===== config.mk =====
export PLATFORM = sky130hd
export DESIGN_NAME = hsebp_ctrl
export DESIGN_NICKNAME = d
export VERILOG_FILES = /design/src/huffman_symbol_encoder_bit_packer_unit_assert.svh /design/src/hsebp_pkg.sv /design/src/hsebp_ctrl.sv
export SDC_FILE = /design/constraint.sdc
export NUM_CORES = 1
export LEC_CHECK = 0
export BUFFER_PORTS_ARGS = -buffer_cell sky130_fd_sc_hd__buf_2
export CORE_AREA = 3 3 40 42
export DETAILED_ROUTE_END_ITERATION = 7
export DIE_AREA = 0 0 43 45
export HOLD_SLACK_MARGIN = 0.08
export SLEW_MARGIN = 20
export SYNTH_ARGS = -nofsm -noshare
export SYNTH_HDL_FRONTEND = slang
export SYNTH_SLANG_ARGS = --single-unit

===== constraint.sdc =====
create_clock -name clk_i -period 1.4 [get_ports clk_i]
set_clock_uncertainty 0.1 [all_clocks]
set_input_delay 0.07 -clock clk_i [delete_from_list [all_inputs] [get_ports clk_i]]
set_output_delay 0.07 -clock clk_i [all_outputs]
set_load 0.02 [all_outputs]

===== src/huffman_symbol_encoder_bit_packer_unit_assert.svh =====
// ----------------------------------------------------------------------------
// huffman symbol encoder bit packer assertion macros
// Concurrent assertion wrappers used by the encoder modules.
// ----------------------------------------------------------------------------
`ifndef HUFFMAN_SYMBOL_ENCODER_BIT_PACKER_UNIT_ASSERT_SVH
`define HUFFMAN_SYMBOL_ENCODER_BIT_PACKER_UNIT_ASSERT_SVH

`ifndef NO_ASSERTIONS

// property that holds at every clock edge out of reset
`define HSEBP_ASSERT(lbl, clk, rstn, prop, msg) \
  lbl: assert property (@(posedge clk) disable iff (!rstn) (prop)) else $error(msg);

// same-cycle implication
`define HSEBP_ASSERT_IMPL(lbl, clk, rstn, ante, cons, msg) \
  lbl: assert property (@(posedge clk) disable iff (!rstn) (ante) |-> (cons)) else $error(msg);

// next-cycle implication
`define HSEBP_ASSERT_NEXT(lbl, clk, rstn, ante, cons, msg) \
  lbl: assert property (@(posedge clk) disable iff (!rstn) (ante) |=> (cons)) else $error(msg);

`else

`define HSEBP_ASSERT(lbl, clk, rstn, prop, msg)
`define HSEBP_ASSERT_IMPL(lbl, clk, rstn, ante, cons, msg)
`define HSEBP_ASSERT_NEXT(lbl, clk, rstn, ante, cons, msg)

`endif

`endif


===== src/hsebp_pkg.sv =====
// ----------------------------------------------------------------------------
// hsebp_pkg
// Shared constants, codes and control types of the huffman encoder.
// ----------------------------------------------------------------------------
`timescale 1ns / 1ps
`default_nettype none

package hsebp_pkg;

  // defaults for the top level parameters
  localparam int unsigned SYMBOLS_DEF      = 256;
  localparam int unsigned MAX_CODE_LEN_DEF = 32;

  // fixed field widths
  localparam int unsigned OP_W      = 2;
  localparam int unsigned SYM_W     = 8;
  localparam int unsigned CODE_W    = 32;
  localparam int unsigned LEN_W     = 6;
  localparam int unsigned BYTE_W    = 8;

  // at most this many bytes leave per request
  localparam int unsigned RESULT_LIMIT = 4;
  localparam int unsigned RES_CNT_W    = 3;

  // request kinds
  typedef enum logic [OP_W-1:0] {
    OP_LOAD   = 2'd0,
    OP_ENCODE = 2'd1,
    OP_FLUSH  = 2'd2
  } opcode_e;

  // controller to datapath commands
  typedef struct packed {
    logic tab_write;
    logic tab_read;
    logic item_start;
    logic flush_start;
    logic align;
    logic merge;
    logic emit;
  } dp_cmd_t;

  // datapath to controller status
  typedef struct packed {
    logic partial_empty;
    logic len_zero;
    logic avail_ge8;
    logic drop;
    logic out_busy;
  } dp_status_t;

endpackage

`default_nettype wire


===== src/hsebp_ctrl.sv =====
// ----------------------------------------------------------------------------
// hsebp_ctrl
// Sequencer of the encoder: table access, alignment, merge and byte output.
// ----------------------------------------------------------------------------
`timescale 1ns / 1ps
`default_nettype none

module hsebp_ctrl
  import hsebp_pkg::*;
(
  input  wire logic            clk_i,
  input  wire logic            rst_ni,
  input  wire logic            in_valid_i,
  input  wire logic [OP_W-1:0] opcode_i,
  input  wire dp_status_t      status_i,
  output logic                 in_ready_o,
  output dp_cmd_t              cmd_o
);

  typedef enum logic [3:0] {
    ST_IDLE  = 4'b0001,
    ST_ALIGN = 4'b0010,
    ST_MERGE = 4'b0100,
    ST_EMIT  = 4'b1000
  } state_e;

  state_e state_q, state_d;

  // state register
  always_ff @(posedge clk_i or negedge rst_ni) begin
    if (!rst_ni) begin
      state_q <= ST_IDLE;
    end else begin
      state_q <= state_d;
    end
  end

  assign in_ready_o = (state_q == ST_IDLE);

  // next state and commands
  always_comb begin
    state_d = state_q;
    cmd_o   = '0;
    case (state_q)
      ST_IDLE: begin
        if (in_valid_i) begin
          case (opcode_i)
            OP_LOAD: begin
              cmd_o.tab_write = 1'b1;
            end
            OP_ENCODE: begin
              cmd_o.tab_read   = 1'b1;
              cmd_o.item_start = 1'b1;
              state_d          = ST_ALIGN;
            end
            OP_FLUSH: begin
              if (!status_i.partial_empty) begin
                cmd_o.flush_start = 1'b1;
                cmd_o.item_start  = 1'b1;
                state_d           = ST_EMIT;
              end
            end
            default: begin
            end
          endcase
        end
      end
      ST_ALIGN: begin
        // symbols without a code leave the packer untouched
        if (status_i.len_zero) begin
          state_d = ST_IDLE;
        end else begin
          cmd_o.align = 1'b1;
          state_d     = ST_MERGE;
        end
      end
      ST_MERGE: begin
        cmd_o.merge = 1'b1;
        state_d     = ST_EMIT;
      end
      ST_EMIT: begin
        if (!status_i.avail_ge8) begin
          state_d = ST_IDLE;
        end else if (status_i.drop || !status_i.out_busy) begin
          cmd_o.emit = 1'b1;
        end
      end
      default: begin
        state_d = ST_IDLE;
      end
    endcase
  end

endmodule

`default_nettype wire


Yosys cells after proc, flatten, opt, wreduce, memory -nomap -nowiden
Index checks and enable logic that the tools add are counted.
W data, S select, Z words.
- output and inout port bits: 8
- word-level logic and storage cells: 34
- bits of input ports: 10
- flip-flop bits (word level): 4
- reductions and logical operators: 4
- equality and inequality tests: 10
- multiplexer cells: 19
- operators with widths (operator ; number):
    $mux W4 ; 5
    $pmux W4 S4 ; 1
    $mux W1 ; 9
    $pmux W4 S2 ; 1
    $eq A4 B1 Y1 const B ; 1
    $eq A4 B2 Y1 const B ; 1
    $eq A4 B3 Y1 const B ; 1
    $eq A4 B4 Y1 const B ; 1
    $ne A2 B2 Y1 const B ; 2
    $reduce_and A4 Y1 ; 1
    $mux W3 ; 1
    $ne A3 B1 Y1 const B ; 1
    $ne A3 B3 Y1 const B ; 1
    $eq A2 B1 Y1 const B ; 1
    $eq A2 B2 Y1 const B ; 1
    $logic_not A2 Y1 ; 1
    $mux W2 ; 1
    $pmux W1 S2 ; 1
    $logic_not A1 Y1 ; 1
    $logic_or A1 B1 Y1 ; 1

Logic depth before layout (Yosys ltp)
Gate-level depths: netlist of run 1.
- depth in word-level cells: 5
- gate-level depth with buffers: 6
- depth with buffers taken out: 6

Worst setup path before layout of run 1
OpenSTA, ideal clock, no wires.
- kind: register to output
- start point: reg state_q[0]
- end point: out cmd_o[4] (netlist bit)
- buffers on the path: 0
- stages on the path, launching flop included: 4
- setup slack: -0.235 ns
- data required time: 1.230 ns
- data arrival time: 1.465 ns
- cell sequence: dfstp_2 -> nor4b_4 -> nand2_1 -> nor2_1
- RTL lines (what ; line ; RTL):
    start, declared ; hsebp_ctrl.sv:27 ; state_e state_q, state_d;
    start signal, assigned ; hsebp_ctrl.sv:34 ; state_q <= state_d;
    end, declared ; hsebp_ctrl.sv:17 ; output dp_cmd_t cmd_o

==> out/results.txt, run 1 <==
status -> finished with violations
failing checks -> negative setup slack
CP most frequent cell -> buf_6
main combinational cell family by area after synthesis -> simple AND/OR/NAND/NOR gates
period utilization -> 117%
DR pass1 iterations -> 2
Slowest-stage cell, CP -> dfrtp_1
post-synth top area share -> 21.5%
Hold WC Path Type -> in -> reg
Final Hold Viols -> 0
Ports -> 18
CP max FO -> 6
port buffer count -> 17
YS warnings -> 0
slowest stage delay, CP -> 0.40 ns
placed insts -> 74
Clock Tree Buf Depth -> 2
sequential fraction of design power -> 29.1%
Synth Area in Compound Gates -> 16.1%
Mapped Area -> 349 µm²
FP Rows -> 13
share of layout cells above drive strength 1 -> 60.9%
overall power -> 446 µW
Synth Area in Simple Gates -> 32.6%
Num CTS Buffers -> 3
fin. max-slew vios -> 0
crit path launch type -> flip-flop
residual DRC count -> 0
EDFF count, synth -> 0
CTS tree -> done
crit path DAT -> 1.47 ns
grt ovf -> 0
setup TNS -> -1.51 ns
antenna violations before repair -> 0
Cell variety after synth -> 21
Final #Nets -> 85
clk sinks -> 4
Area contributors post-synth -> dfrtp_1 22%, ha_1 18%, dfstp_2 7.5%, nor4b_4 6.8%, and3_1 5.4%
GRT Overall Usage -> 11.8%
Maximum Capacitance Violations -> 0
register area share after synthesis -> 29.0%
adder-cell area share of the yosys netlist -> 17.9%
first-pass GRT wire length -> 1620 µm
CTS clk-pin slew, worst paths -> 0.04 ns
Worst IR Drop VDD -> 0.382 mV
synth cell count leaders -> 5 x ha_1, 4 x inv_1, 4 x nor2_1
Comb pwr share -> 35.8%
CP top delay family -> buffers and inverters
Post-synth ARST share -> 100%
leading area contributor after synthesis -> dfrtp_1
largest net degree at the start of global routing -> 7
P_leak -> 0.326 nW
die area -> 1940 µm²
Switching Share -> 29.4%
Biggest register -> state_q
dpl cell area -> 509 µm²
DR WL/cell -> 12.0 µm
critical path endpoint category -> primary output
Non-Filler Instances -> 84
Skew-Pair Late Insertion Delay -> 0.24 ns
power per cell area -> 657 nW/µm²
vias in the first global route -> 394
H-tree depth -> 1
max reg flops -> 4
vias per inst -> 4.52
count leader, synth -> ha_1
antenna-violating nets left -> 0
Final WS setup -> -0.238 ns
crit path kind -> reg -> out
Ant. Diodes -> 0
Hold Slack -> 0.0970 ns
XOR/XNOR Fraction of Synth Area -> 0%
Core Area -> 1280 µm²
die width -> 43 µm
total vias in the final route -> 380
Clock Tree Root -> clkbuf_4
largest registers -> state_q: 4 flops
final worst path period need -> 1.64 ns
Finished Cell Area -> 679 µm²
Required @ worst endpoint -> 1.23 ns
pre-CTS worst setup slack -> -0.0807 ns
fin util -> 52.9%
worst path cell trace -> buf_4, nor4b_4, buf_6, and3_4, buf_6
GPL Wtd Cong -> 0.808
Cells after Synth -> 38
initial core utilization -> 27.2%
Die Ht -> 45 µm
clock network power share -> 35.2%
synth-to-layout area growth -> 94.6%
Iteration-0 DRC Markers -> 5
DP Wirelength -> 660 µm
Buf/Inv on CP -> 3
Slew @ Worst Pin -> 0.342 ns
WL final -> 1010 µm
Slew Limit Headroom -> 77.0%
post-synth net total -> 53
Yosys reg bits -> 4
fmax -> 0.611 GHz
final setup violation count -> 9
Sw Pwr -> 131 µW
RSZ-0062 raised after global routing -> yes
Mean Syn Cell Area -> 9.19 µm²
Pint -> 315 µW
post-synthesis mux area share -> 0%
Primary FF master, synth -> dfrtp_1
power by group through the flow:
stage | clock [mW] | combinational (mW) | sequential (mW)
after floorplan | 0 | 0.0639 | 0.131
after global placement | 0 | 0.112 | 0.131
after detailed placement | 0 | 0.113 | 0.131
after CTS | 0.163 | 0.148 | 0.130
after global routing | 0.169 | 0.174 | 0.131
final | 0.157 | 0.160 | 0.130
tightest hold or removal path: cells and delay by family:
family / cells / cell delay [ns]
buf+inv: 1 / 0.13
compound gates: 2 / 0.18
cell families after synthesis:
| kind of cell | Yosys count |
|---|---|
| adder cells (fa/ha/maj) | 5 |
| AND/OR/NAND/NOR | 16 |
| buffers and inverters | 4 |
| AO/OA/AOI/OAI | 9 |
| flip-flops | 4 |
cells in the final DEF (no fill, tap or decap):
cell	n
buf_2	9
or3_4	1
nand2b_1	2
inv_1	4
buf_4	6
or4b_4	1
a21boi_2	1
a31oi_1	1
nor3_2	1
nor4b_4	1
o21ai_0	2
nor2_2	1
and3_4	3
dfrtp_1	3
nor2_4	1
o21ai_1	1
dfstp_2	1
clkbuf_4	3
a21oi_1	1
a21oi_4	2
nor2_1	2
ha_1	5
nand2_4	1
clkbuf_1	1
a21o_2	1
nand3b_1	1
nor2b_1	1
dlygate4sd3_1	3
buf_6	9
routing by layer:
metal,wire (µm),vias to the layer above,track usage [%]
met4,21,0,9.04
met1,379,171,12.2
met3,60,2,1.59
li1,-,192,-
met5,0,-,0
met2,544,15,21.6
timing repair:
item / 4_1_cts / 5_1_grt
gates resized for setup: 20 / 6
buffers inserted: 2 / 1
endpoints found under the hold margin: 6 / 0
setup endpoints to repair: 9 / 10
hold buffers: 3 / 0
pin swaps: 6 / 1
area by class of cell:
class,instances,area (µm²)
clock buffers,4,26.3
well taps,15,18.8
repair buffers,27,221
multi-input cells,30,297
flip-flops and latches,4,101
fillers,111,606
inverters,4,15.0
path summary, 6_finish.rpt:
kind	start	to	slack [ns]	depth (start not counted)
max in group asynchronous	rst_ni	state_q[1]	0.42	3
min reg2reg	state_q[0]	state_q[2]	0.56	2
min in group asynchronous	rst_ni	state_q[0]	0.21	2
max	state_q[2]	cmd_o[5]	-0.24	5
max reg2reg	state_q[2]	state_q[0]	-0.06	4
min	in_valid_i	state_q[3]	0.1	3
(Power assumes the default switching activity.)
==> run 2: changes to the inputs <==
--- a/config.mk
+++ b/config.mk
@@ -5,6 +5,7 @@
 export SDC_FILE = /design/constraint.sdc
 export NUM_CORES = 1
 export LEC_CHECK = 0
+export ABC_AREA = 1
 export BUFFER_PORTS_ARGS = -buffer_cell sky130_fd_sc_hd__buf_2
 export CORE_AREA = 3 3 40 42
 export DETAILED_ROUTE_END_ITERATION = 7
==> run 2 against run 1 <==
  * The run still ends with negative setup slack left
  * Power increased to 2.7 times the previous value
  * Clock power about the same
  * Sequential share of layout area shrank 0.27 points
  * Flip-flop and latch count stayed put
  * Synthesized cell count rose by 58%
  * Sequential power increased by 58%
  * First-iteration DRC count shrank 40%
  * Combinational power rose to 5.2 times the previous value
  * Critical path depth rose by 2
  * Critical path type unchanged
  * Largest power group unchanged
  * Highest routed layer is now met3
==> out/results.txt, run 2 <==
status -> finished with violations
failing checks -> negative setup slack
vias in the first global route -> 453
critical path endpoint category -> primary output
r2r setup slk -> 0 ns
Non-Filler Instances -> 109
synth cell count leaders -> 14 x nand2_1, 11 x inv_1, 9 x nor2_1
WL final -> 1070 µm
CP max FO -> 3
Final WS setup -> -0.203 ns
YS warnings -> 0
Hold Crit Depth -> 4
die area -> 1940 µm²
largest net degree at the start of global routing -> 6
crit path launch type -> flip-flop
commonest non-fill, non-tap cell in the layout -> nand2_1
Iteration-0 DRC Markers -> 3
Cells after Synth -> 60
initial core utilization -> 31.5%
Min-Delay Endpoint -> state_q[3]
vias per inst -> 4.40
Buf/Inv on CP -> 4
fmax -> 0.624 GHz
crit path DAT -> 1.43 ns
period utilization -> 115%
pre-CTS worst setup slack -> 0.0424 ns
Ant. Diodes -> 0
power per cell area -> 1720 nW/µm²
Hold WC Path Type -> in -> reg
first-pass GRT wire length -> 1730 µm
setup TNS -> -0.963 ns
worst path cell trace -> inv_2, nor2_4, nand2_2, buf_4, buf_4, nor2_4, buf_6
R2R cell count -> 9
DP Wirelength -> 693 µm
HP Start -> status_i[2]
register area -> 101 µm²
H-tree depth -> 1
most frequent cells in the layout -> 14 x nand2_1, 12 x buf_2, 11 x buf_4
combined area of the multi-input logic cells -> 279 µm²
Skew-Pair Late Insertion Delay -> 0.24 ns
fin. max-slew vios -> 0
final worst path period need -> 1.60 ns
P_leak -> 0.410 nW
final setup violation count -> 7
GPL Wtd Cong -> 0.727
Primary FF master, synth -> dfrtp_1
antenna violations before repair -> 0
register area share after synthesis -> 25.1%
Slew Limit Headroom -> 87.8%
CTS tree -> done
Mean Syn Cell Area -> 6.74 µm²
leading area contributor after synthesis -> dfrtp_1
EDFF count, synth -> 0
Die Ht -> 45 µm
DR pass1 iterations -> 2
R2R Path Start -> state_q[0]
clk sinks -> 4
Clock Tree Root -> clkbuf_4
fill count -> 128
port buffer count -> 17
post-synth top area share -> 18.6%
synth-to-layout area growth -> 71.2%
Area contributors post-synth -> dfrtp_1 19%, ha_1 15%, nand2_1 13%, inv_1 10%, nor2_1 8.4%
Post-synth ARST share -> 100%
Reg2Reg Capture Point -> state_q[0]
CP top delay family -> flip-flops
total vias in the final route -> 480
Maximum Capacitance Violations -> 0
DR WL/cell -> 9.85 µm
count leader, synth -> nand2_1
Final Hold Viols -> 0
Core Area -> 1280 µm²
placed insts -> 93
Num CTS Buffers -> 3
die width -> 43 µm
CTS clk-pin slew, worst paths -> 0.05 ns
Slew @ Worst Pin -> 0.182 ns
share of layout cells above drive strength 1 -> 46.8%
Biggest register -> state_q
slowest stage delay, CP -> 0.53 ns
Worst IR Drop VDD -> 0.809 mV
RSZ-0062 raised after global routing -> yes
Slowest-stage cell, CP -> dfstp_2
antenna-violating nets left -> 0
crit path kind -> reg -> out
FP Rows -> 13
Clock Tree Buf Depth -> 2
Yosys reg bits -> 4
overall power -> 1.19 mW
Final #Nets -> 110
residual DRC count -> 0
Required @ worst endpoint -> 1.23 ns
Mapped Area -> 404 µm²
fin util -> 53.8%
max reg flops -> 4
Cell variety after synth -> 15
largest registers -> state_q: 4 flops
Ports -> 18
post-synth net total -> 75
grt ovf -> 0
GRT Overall Usage -> 12.0%
run 2: changes by cell type in the layout (fill, tap and decap cells not counted), sizes merged, moves of 2 or more:
cell | before | now
nand3 | 0 | 6
and3 | 3 | 0
inv | 4 | 13
a21oi | 3 | 1
nor2 | 4 | 11
nand2 | 1 | 16
o21ai | 3 | 1
buf | 24 | 27
nand2b | 2 | 0
run 2: cells by family after synthesis:
family	count (synthesis)	share of synthesized area, %
and+or+nand+nor	36	44.9
AOI/OAI and AO/OA	2	2.47
adders and majority gates	5	15.5
buffers and inverters	13	12.1
DFF	4	25.1
run 2: what timing repair did:
item                       in CTS  in global routing
hold endpoints to repair        5                  0
setup endpoints to repair       6                 10
hold buffers                    3                  0
setup buffers                   6                  3
gates resized for setup        11                  5
pin swaps                       2                  3
run 2: worst reg2reg max path, delay by kind of cell (launching register included):
kind / cells / cell delay, ns
buf+inv: 3 / 0.32
flops: 1 / 0.53
simple gates: 6 / 0.37
run 2: final cells by class:
| cell class | count | area share [%] |
|---|---|---|
| clock buffer | 4 | 3.80 |
| sequential | 4 | 14.6 |
| tap | 15 | 2.71 |
| multi-input combinational | 43 | 40.3 |
| timing repair buffer | 30 | 31.5 |
| inverter | 13 | 7.05 |
run 2: worst max-delay path by stage:
| stage | slack, ns | from | cells past startpoint | endpoint |
|---|---|---|---|---|
| 2_1_floorplan | -0.03 | state_q[0] | 6 | cmd_o[4] |
| 3_3_place_gp | 0.07 | state_q[0] | 7 | cmd_o[3] |
| 3_5_place_dp | 0.04 | state_q[0] | 7 | cmd_o[3] |
| 4_1_cts | -0.18 | state_q[0] | 7 | cmd_o[3] |
| 5_1_grt | -0.29 | state_q[0] | 7 | cmd_o[3] |
| 6_report | -0.20 | state_q[0] | 7 | cmd_o[5] |
run 2: where the power goes:
group          leakage (nW)  internal (mW)  switching, mW
registers            0.0512          0.166         0.0390
clock network        0.0150          0.107         0.0523
logic                 0.343          0.421          0.408
total                 0.410          0.694          0.499
run 2: stage by stage:
| step | hold WS (ns) | instance area (µm²) |
|---|---|---|
| CTS | 0.152 | 648 |
| detailed placement | -0.222 | 515 |
| finish | 0.174 | 692 |
| global placement | -0.223 | 515 |
| floorplan | -0.326 | 404 |
| global route | 0.216 | 692 |
run 2: layer usage:
| layer | share of wire [%] | GRT usage (%) |
|---|---|---|
| met1 | 42 | 13.3 |
| met2 | 51 | 21.0 |
| met4 | 0 | 3.61 |
| met5 | 0 | 0 |
| met3 | 7.4 | 5.18 |
==> run 3: changes to the inputs <==
--- a/config.mk
+++ b/config.mk
@@ -8,6 +8,7 @@
 export ABC_AREA = 1
 export BUFFER_PORTS_ARGS = -buffer_cell sky130_fd_sc_hd__buf_2
 export CORE_AREA = 3 3 40 42
+export CTS_CLUSTER_DIAMETER = 60
 export DETAILED_ROUTE_END_ITERATION = 7
 export DIE_AREA = 0 0 43 45
 export HOLD_SLACK_MARGIN = 0.08
@@ -15,3 +16,4 @@
 export SYNTH_ARGS = -nofsm -noshare
 export SYNTH_HDL_FRONTEND = slang
 export SYNTH_SLANG_ARGS = --single-unit
+export TNS_END_PERCENT = 5
==> run 3 against run 2 <==
  * Power decreased by 6.6%
  * Non-clock buffer count decreased by 2
  * Sequential power about the same
  * Core utilization decreased by 2.6 points
  * Sequential share of layout area increased by 0.75 points
  * The run still ends with negative setup slack left
==> out/results.txt, run 3 (same netlist as run 2, synthesis figures left out) <==
failing checks -> negative setup slack
Ports -> 18
total vias in the final route -> 467
most frequent cells in the layout -> 14 x nand2_1, 12 x buf_2, 10 x inv_1, 10 x buf_4, 7 x nor2_1
Comb pwr share -> 67.2%
Skew-Pair Late Insertion Delay -> 0.24 ns
Reg2Reg Capture Point -> state_q[0]
vias in the first global route -> 447
port buffer count -> 17
antenna-violating nets left -> 0
setup TNS -> -0.787 ns
Core Area -> 1280 µm²
fill count -> 131
Biggest register -> state_q
Worst IR Drop VDD -> 0.804 mV
CTS tree -> done
critical path endpoint category -> primary output
fmax -> 0.605 GHz
Final #Nets -> 108
max reg flops -> 4
Slew @ Worst Pin -> 0.172 ns
Slew Limit Headroom -> 88.5%
sequential fraction of design power -> 18.4%
Iteration-0 DRC Markers -> 4
FP Rows -> 13
status -> finished with violations
Final Hold Viols -> 0
H-tree depth -> 1
Required @ worst endpoint -> 1.23 ns
Clock Tree Buf Depth -> 2
Switching Share -> 42.1%
fin. max-slew vios -> 0
clock network power share -> 14.3%
R2R cell count -> 9
commonest non-fill, non-tap cell in the layout -> nand2_1
Sw Pwr -> 469 µW
crit path DAT -> 1.48 ns
grt ovf -> 0
final worst path period need -> 1.65 ns
Min-Delay Endpoint -> state_q[3]
Pint -> 645 µW
Hold WC Path Type -> in -> reg
crit path kind -> reg -> out
clk sinks -> 4
Num CTS Buffers -> 3
HP Start -> status_i[2]
Hold Crit Depth -> 4
largest registers -> state_q: 4 flops
Maximum Capacitance Violations -> 0
vias per inst -> 4.36
Ant. Diodes -> 0
CP max FO -> 3
first-pass GRT wire length -> 1700 µm
RSZ-0062 raised after global routing -> yes
GPL Wtd Cong -> 0.727
overall power -> 1.11 mW
DR pass1 iterations -> 3
initial core utilization -> 31.5%
R2R Path Start -> state_q[0]
share of layout cells above drive strength 1 -> 43.5%
DP Wirelength -> 693 µm
WL final -> 1030 µm
Die Ht -> 45 µm
GRT Overall Usage -> 11.8%
period utilization -> 118%
power per cell area -> 1690 nW/µm²
r2r setup slk -> 0 ns
DR WL/cell -> 9.60 µm
die width -> 43 µm
CTS clk-pin slew, worst paths -> 0.05 ns
Final WS setup -> -0.253 ns
antenna violations before repair -> 0
Clock Tree Root -> clkbuf_4
crit path launch type -> flip-flop
residual DRC count -> 0
P_leak -> 0.393 nW
final setup violation count -> 7
synth-to-layout area growth -> 62.8%
largest net degree at the start of global routing -> 6
Hold Slack -> 0.159 ns
die area -> 1940 µm²
[run 3: worst max-delay path by stage]
stage | start | end | cells after the start
after detailed placement | state_q[0] | cmd_o[3] | 7
final | state_q[0] | cmd_o[5] | 7
after floorplan | state_q[0] | cmd_o[4] | 6
after global routing | state_q[0] | cmd_o[5] | 7
after CTS | state_q[0] | cmd_o[3] | 7
after global placement | state_q[0] | cmd_o[3] | 7
[run 3: cell type report]
cell class / instances / area (µm²) / share of cell area, %
Sequential cell: 4 / 101 / 15.4
Multi-Input combinational cell: 43 / 264 / 40.1
Tap cell: 15 / 18.8 / 2.85
Inverter: 13 / 48.8 / 7.41
Timing Repair Buffer: 28 / 199 / 30.2
Clock buffer: 4 / 26.3 / 3.99
[run 3: routing by layer]
layer  share of wire, %  routed length [µm]  up-vias  track usage (%)
met5                  0                   0        -                0
met4                  0                   0        0             3.61
met3                7.9                  81        0             5.18
met2                 48                 491       20             20.4
met1                 44                 454      201             13.0
li1                   -                   -      246                -
[run 3: worst max-delay path: stages (launching register included)]
cell	delay (ns)
dfstp_2	0.53
inv_2	0.05
nor2_4	0.08
nand2_2	0.06
buf_4	0.15
buf_4	0.13
nor2_2	0.09
buf_4	0.15
[run 3: what timing repair did]
item | 4_1_cts | 5_1_grt
endpoints found under the hold margin | 5 | 0
hold buffers | 3 | 0
endpoints found under the setup margin | 6 | 10
setup buffers | 4 | 3
pin swaps | 1 | 2
gates resized for setup | 8 | 4
[run 3: power by group through the flow]
stage / Clock, mW / Sequential (mW) / Combinational [mW]
floorplan: 0 / 0.198 / 0.343
global placement: 0 / 0.202 / 0.471
detailed placement: 0 / 0.205 / 0.470
CTS: 0.167 / 0.206 / 0.627
global route: 0.182 / 0.210 / 0.824
finish: 0.159 / 0.206 / 0.749
[run 3: metrics by stage]
stage	area, µm²	util (%)	instances	worst slack (ns)
CTS	621	48.3	104	-0.177
global route	658	51.2	107	-0.310
global placement	515	40.1	93	0.0749
detailed placement	515	40.1	93	0.0424
finish	658	51.2	107	-0.253
floorplan	404	-	60	-0.0275
